**src/rtl/fsn_pkg.sv**
```systemverilog
// Shared constants, tables and helpers for the fractal simplex noise block.
// Holds the permutation table, gradient dot product and register codes.
// No dependencies.
package fsn_pkg;

   localparam int FRAC_BITS = 16;
   localparam int PERM_SIZE = 256;
   localparam int PW = 26;          // corner offset width
   localparam int DW = 19;          // gradient dot width
   localparam int NW = 26;          // noise core output width
   localparam int NOISE_LAT = 13;   // noise core register stages

   localparam logic [14:0] F2K = 15'd23988;
   localparam logic [13:0] G2K = 14'd13849;
   localparam logic [30:0] SAT31 = 31'h7FFF_FFFF;
   localparam logic [30:0] Q12_ONE = 31'd4096;
   localparam logic [7:0] NOISE_SCALE = 8'd70;

   typedef enum logic [1:0] {
      CSR_OCTAVE_COUNT = 2'd0,
      CSR_PERSISTENCE  = 2'd1,
      CSR_LACUNARITY   = 2'd2
   } csr_reg_type;

   typedef struct packed {
      logic zero;
      logic sat;
   } div_flag_type;

   localparam logic [7:0] PERM_TABLE [PERM_SIZE] = '{
      8'd151,8'd160,8'd137,8'd91,8'd90,8'd15,8'd131,8'd13,
      8'd201,8'd95,8'd96,8'd53,8'd194,8'd233,8'd7,8'd225,
      8'd140,8'd36,8'd103,8'd30,8'd69,8'd142,8'd8,8'd99,
      8'd37,8'd240,8'd21,8'd10,8'd23,8'd190,8'd6,8'd148,
      8'd247,8'd120,8'd234,8'd75,8'd0,8'd26,8'd197,8'd62,
      8'd94,8'd252,8'd219,8'd203,8'd117,8'd35,8'd11,8'd32,
      8'd57,8'd177,8'd33,8'd88,8'd237,8'd149,8'd56,8'd87,
      8'd174,8'd20,8'd125,8'd136,8'd171,8'd168,8'd68,8'd175,
      8'd74,8'd165,8'd71,8'd134,8'd139,8'd48,8'd27,8'd166,
      8'd77,8'd146,8'd158,8'd231,8'd83,8'd111,8'd229,8'd122,
      8'd60,8'd211,8'd133,8'd230,8'd220,8'd105,8'd92,8'd41,
      8'd55,8'd46,8'd245,8'd40,8'd244,8'd102,8'd143,8'd54,
      8'd65,8'd25,8'd63,8'd161,8'd1,8'd216,8'd80,8'd73,
      8'd209,8'd76,8'd132,8'd187,8'd208,8'd89,8'd18,8'd169,
      8'd200,8'd196,8'd135,8'd130,8'd116,8'd188,8'd159,8'd86,
      8'd164,8'd100,8'd109,8'd198,8'd173,8'd186,8'd3,8'd64,
      8'd52,8'd217,8'd226,8'd250,8'd124,8'd123,8'd5,8'd202,
      8'd38,8'd147,8'd118,8'd126,8'd255,8'd82,8'd85,8'd212,
      8'd207,8'd206,8'd59,8'd227,8'd47,8'd16,8'd58,8'd17,
      8'd182,8'd189,8'd28,8'd42,8'd223,8'd183,8'd170,8'd213,
      8'd119,8'd248,8'd152,8'd2,8'd44,8'd154,8'd163,8'd70,
      8'd221,8'd153,8'd101,8'd155,8'd167,8'd43,8'd172,8'd9,
      8'd129,8'd22,8'd39,8'd253,8'd19,8'd98,8'd108,8'd110,
      8'd79,8'd113,8'd224,8'd232,8'd178,8'd185,8'd112,8'd104,
      8'd218,8'd246,8'd97,8'd228,8'd251,8'd34,8'd242,8'd193,
      8'd238,8'd210,8'd144,8'd12,8'd191,8'd179,8'd162,8'd241,
      8'd81,8'd51,8'd145,8'd235,8'd249,8'd14,8'd239,8'd107,
      8'd49,8'd192,8'd214,8'd31,8'd181,8'd199,8'd106,8'd157,
      8'd184,8'd84,8'd204,8'd176,8'd115,8'd121,8'd50,8'd45,
      8'd127,8'd4,8'd150,8'd254,8'd138,8'd236,8'd205,8'd93,
      8'd222,8'd114,8'd67,8'd29,8'd24,8'd72,8'd243,8'd141,
      8'd128,8'd195,8'd78,8'd66,8'd215,8'd61,8'd156,8'd180
   };

   function automatic logic [7:0] perm(input logic [7:0] idx);
      return PERM_TABLE[idx];
   endfunction

   // h mod 12 via reciprocal multiply, exact for 8-bit h
   function automatic logic [3:0] mod12(input logic [7:0] h);
      logic [15:0] p;
      logic [7:0] q;
      logic [7:0] r;
      p = 16'(h) * 16'd171;
      q = 8'(p >> 11);
      r = h - 8'(q * 8'd12);
      return r[3:0];
   endfunction

   function automatic logic signed [PW:0] grad_dot(input logic [3:0] g,
                                                   input logic signed [PW-1:0] px,
                                                   input logic signed [PW-1:0] py);
      logic signed [PW:0] ex;
      logic signed [PW:0] ey;
      logic signed [PW:0] d;
      ex = (PW+1)'(px);
      ey = (PW+1)'(py);
      case (g)
         4'd0:    d = ex + ey;
         4'd1:    d = ey - ex;
         4'd2:    d = ex - ey;
         4'd3:    d = -ex - ey;
         4'd4:    d = ex;
         4'd5:    d = -ex;
         4'd6:    d = ex;
         4'd7:    d = -ex;
         4'd8:    d = ey;
         4'd9:    d = -ey;
         4'd10:   d = ey;
         4'd11:   d = -ey;
         default: d = '0;
      endcase
      return d;
   endfunction

endpackage

```
**src/rtl/fsn_div_cell.sv**
```systemverilog
// One restoring-division cell: resolves a single quotient bit per stage.
// Depends on fsn_pkg (div_flag_type).
module fsn_div_cell #(
   parameter int RW  = 50,
   parameter int DVW = 34,
   parameter int BIT = 15
) (
   input  logic                        clock,
   input  logic                        reset,
   input  logic                        in_valid,
   input  fsn_pkg::div_flag_type       in_flag,
   input  logic [RW-1:0]               in_rem,
   input  logic [DVW-1:0]              in_div,
   input  logic [15:0]                 in_quo,
   output logic                        out_valid,
   output fsn_pkg::div_flag_type       out_flag,
   output logic [RW-1:0]               out_rem,
   output logic [DVW-1:0]              out_div,
   output logic [15:0]                 out_quo
);
   import fsn_pkg::*;

   logic valid_ff;
   div_flag_type flag_ff;
   logic [RW-1:0] rem_ff, rem_in, sub;
   logic [DVW-1:0] div_ff;
   logic [15:0] quo_ff, quo_in;
   logic ge;

   always_comb begin
      sub = RW'(in_div) << BIT;
      ge = in_rem >= sub;
      rem_in = ge ? in_rem - sub : in_rem;
      quo_in = in_quo;
      quo_in[BIT] = ge;
   end

   always_ff @(posedge clock) begin
      if (reset) begin
         valid_ff <= 1'b0;
      end else begin
         valid_ff <= in_valid;
      end
      flag_ff <= in_flag;
      rem_ff  <= rem_in;
      div_ff  <= in_div;
      quo_ff  <= quo_in;
   end

   assign out_valid = valid_ff;
   assign out_flag  = flag_ff;
   assign out_rem   = rem_ff;
   assign out_div   = div_ff;
   assign out_quo   = quo_ff;

endmodule

```
**config.mk**
```make
export PLATFORM = sky130hd
export DESIGN_NAME = fsn_div_cell
export DESIGN_NICKNAME = d
export VERILOG_FILES = /design/src/rtl/fsn_pkg.sv /design/src/rtl/fsn_div_cell.sv
export SDC_FILE = /design/constraint.sdc
export NUM_CORES = 1
export LEC_CHECK = 0
export BUFFER_PORTS_ARGS = -buffer_cell sky130_fd_sc_hd__buf_2
export CAP_MARGIN = 5
export CORE_MARGIN = 4
export CORE_UTILIZATION = 42
export DETAILED_ROUTE_END_ITERATION = 6
export HOLD_SLACK_MARGIN = 0.15
export PLACE_DENSITY = 0.82
export SLEW_MARGIN = 20
export SYNTH_ARGS = -nofsm -noshare
export SYNTH_HDL_FRONTEND = slang
export SYNTH_SLANG_ARGS = --single-unit
export TNS_END_PERCENT = 20
```
**constraint.sdc**
```tcl
create_clock -name clock -period 2.6 [get_ports clock]
set_clock_uncertainty 0.1 [all_clocks]
set_input_delay 0.39 -clock clock [delete_from_list [all_inputs] [get_ports clock]]
set_output_delay 0.39 -clock clock [all_outputs]
set_load 0.02 [all_outputs]
```
Word level (Yosys, flattened, before mapping):

Cells that the tools add are included.

* flip-flop bits (word level): 103
* input port bits: 105
* output and inout port bits: 103
* word-level logic and storage cells: 9

* add/sub/neg operators: 1
* magnitude comparators: 1
* multiplexer cells: 1

Operators with widths (number)
* >= comparator 50 x 49 -> 1 bit: 1
* 2-to-1 mux 50 bit: 1
* subtractor 50 x 49 -> 50 bit: 1

Logic depth before layout (Yosys ltp):

* depth after elaboration: 2
* gate-level depth with buffers: 12
* mapped depth without buffers: 12

Worst setup path after synthesis:

No wires, ideal clock.

* path kind: input to register
* from: input port in_rem[15]
* to: register rem_ff[43], in the netlist out_rem[43]
* library setup time: 0.129 ns
* arrival: 2.565 ns
* required time: 2.371 ns
* setup slack: -0.193 ns
* cell stages on the path: 12
* path buffers: 0
* cell sequence: inv_1 ha_1 inv_1 fa_1 a21oi_1 o221a_2 o21ai_2 a311oi_1 o21ai_0 a41oi_1 xnor2_1 o21ai_0

* longest elaborated chain between the ends: 2
* elaborated cells between the ends (all ways): 3
* classes of those cells: add/sub (1); order compare (1); mux (1)

RTL lines
* from (decl): line fsn_div_cell.sv:12 `input logic [RW-1:0] in_rem,`
* subtractor 50 x 49 -> 50 bit or >= comparator 50 x 49 -> 1 bit (tied branches): line fsn_div_cell.sv:33, fsn_div_cell.sv:32
* 2-to-1 mux 50 bit (*): line fsn_div_cell.sv:33 `rem_in = ge ? in_rem - sub : in_rem;`
* via rem_in[43]: line fsn_div_cell.sv:25 `logic [RW-1:0] rem_ff, rem_in, sub;`
* to (signal assigned): line fsn_div_cell.sv:45 `rem_ff <= rem_in;`
* to (decl): line fsn_div_cell.sv:25

Mark *: on every way through the listed nets, which the timed path passes. The rest lies on a longest branch.
A chain may end at the register's enable or synchronous reset.

Worst setup path after layout:

* from: input port in_rem[31]
* to: register rem_ff[49], in the netlist out_rem[49]

Same word-level chain as after synthesis.

==> metrics.txt <==
total number of vias=a little over 5,000; f_max=slightly below 0.4 GHz; Slew HR=0.734; fill count=728; total gr overflow=0; IO Pins=208; ANT nets after route=0; largest net degree at the start of global routing=31; post-synth top area share=0.467; Synth area leaders=dfxtp_1 47%, ha_1 9.6%, o21ai_0 5.4%; TritonRoute pass-1 iters=5; Final min period=between 2000 and 3000 ps; Worst EP arrival=2750 ps; Finished Cell Area=around 7700 sq um; Worst setup SP type=primary input; peak supply drop=294 uV; top cell type by total area after synthesis=dfxtp_1; pwr dens=592 nW/um^2; fin nets=between 1,000 and 1,500; EDFF count, synth=0; dpl hpwl=around 11,000 um; Overall Global Routing Usage=0.269; worst path required time=around 2800 ps; Reg power frac=0.402; H-Tree Depth=3; CTS tree=done; Switching Share=0.346; vias in the first global route=5,434; largest family of logic cells by synthesized area=compound AO/OA/AOI/OAI gates; Synth Net Count=623; CTS Buf Count=9; xor/xnor share of the synthesized area=0.0575; DRC viols=0; layout cells sized above 1=0.407; combinational power share=0.357; FF+latch area=between 2000 and 2500 sq um; count of final setup violators=0; Fin. Hold Viols=0; clock slew at reported path FFs=100 ps; synth warn=0; Setup CP Type=primary input to register; FF+latch count, synth=103; first-pass GRT wire length=27,000 um; Core Region=10,300 sq um; clk sinks=103; Vias/cell=between 5 and 6; Post-Synthesis Cells=483; Post-synth ARST share=0; syn_area_per_cell=9.14 sq um; period utilization=0.987; Synth cell types=50; power share of the clock group=0.241; Slew Viols, Final=0; routed len/inst=17.0 um; CTS Buffer Depth=2; top cells by count, synth=103 x dfxtp_1, 57 x nand2_1, 48 x o21ai_0, 43 x inv_1, 34 x ha_1; Die ar.=12,200 sq um; result of the run=complete, no violations; row count=37; critical path fanouts, max=5; HP Class=primary input to register; # Max-Cap Violations=0; aggregate routed wire length=17,400 um; final design utilization=0.747; worst slew pin tran=between 300 and 400 ps; area grow syn2layout=73.7%; adder-cell share of the synthesized area=0.101; RSZ-0062 raised after global routing=yes; post-synthesis simple-gate area fraction=0.136; footprint of the multi-input gates=2320 sq um; Starting Density=0.430; Psw=around 1.6 mW; top_reg_cell synth=dfxtp_1; port bufs=206; Seq/Total Area, Yosys=0.467; most frequent cell after synthesis=dfxtp_1; leakage power=3.79 nW; Detailed Route Iter0 Violations=334; Placer Congestion=0.846; multiplexer share of the synthesized area=0.0153; initial antenna violation count=3; Post-Syn Area=4420 sq um; root buf cell=clkbuf_8; Post-DP Area=6340 sq um; Die Ht=111 um; Synth Area in Compound Gates=0.175; die width=approximately 110 um; Crit. End Element=register; Internal=2.97 mW
metrics by stage:
| step | hold slack [ps] | total power, mW | TNS [ps] | setup slack (ps) | cells |
|---|---|---|---|---|---|
| 2_1_floorplan | 318 | 2.64 | -124 | -33.8 | 483 |
| 3_3_place_gp | 393 | 3.24 | -6630 | -374 | 903 |
| 3_5_place_dp | 395 | 3.27 | -8580 | -491 | 903 |
| 4_1_cts | 155 | 4.44 | 0 | 8.73 | 1012 |
| 5_1_grt | 159 | 4.77 | -249 | -75.9 | 1019 |
| 6_report | 162 | 4.54 | 0 | 32.7 | 1019 |
metal layers:
layer  track usage  part of all wire
met5             0            0.0011
met4         0.131             0.037
met3        0.0658             0.063
met2         0.482              0.51
met1         0.294              0.38
what timing repair did:
item	4_1_cts	5_1_grt
pin swaps	1	10
gates cloned	0	0
setup endpoints to repair	2	28
resized for setup	2	26
hold endpoints to repair	92	0
buffers inserted	0	5
hold buffers	93	0
registers in the layout (all words and copies together) (netlist names):
name / flops
out_div: 34
out_flag: 2
out_quo: 16
out_rem: 50
out_valid: 1
power groups by stage:
stage	Sequential, mW	Combinational (mW)	Clock [mW]
detailed placement	1.86	1.41	0
finish	1.83	1.62	1.10
global placement	1.85	1.39	0
floorplan	2.10	0.539	0
global route	1.84	1.75	1.17
CTS	1.82	1.53	1.08
critical path, stage by stage:
cell,delay [ps]
buf_2,110
ha_1,350
a21o_1,190
a21oi_1,220
o21ai_2,130
a221oi_2,360
o211a_1,250
nor4_2,70
nor4b_2,300
mux2_2,370
cell type report:
| type | count | area share |
|---|---|---|
| repair buffers | 395 | 0.355 |
| multi-input cells | 324 | 0.303 |
| flip-flops and latches | 103 | 0.269 |
| inverters | 43 | 0.0232 |
| well taps | 136 | 0.0222 |
| clock buffers | 9 | 0.0161 |
| clock inverters | 7 | 0.0113 |
| diodes | 2 | 0.000652 |
final timing paths:
path / start / end / slack, ps / cells past startpoint
min: in_rem[15] / out_rem[15]$_DFF_P_ / 160 / 3
max: in_rem[31] / out_rem[49]$_DFF_P_ / 30 / 10
placed cells by master, fill, tap and decap left out, types with 7 or more instances in the layout:
cell,instances
a21o_1,8
a21oi_1,28
buf_2,204
buf_4,94
clkbuf_8,9
dfxtp_1,103
dlygate4sd3_1,93
ha_1,27
ha_4,7
inv_1,39
nand2_1,55
nand3_1,13
nor2_1,21
o21ai_0,46
xnor2_1,14
xor2_1,15
kinds of logic after synthesis:
kind of cell,Yosys count
simple gates,128
compound gates,126
flops,103
buf+inv,56
fa+ha+maj,35
xor+xnor,29
mux,6
(Power assumes the default switching activity.)
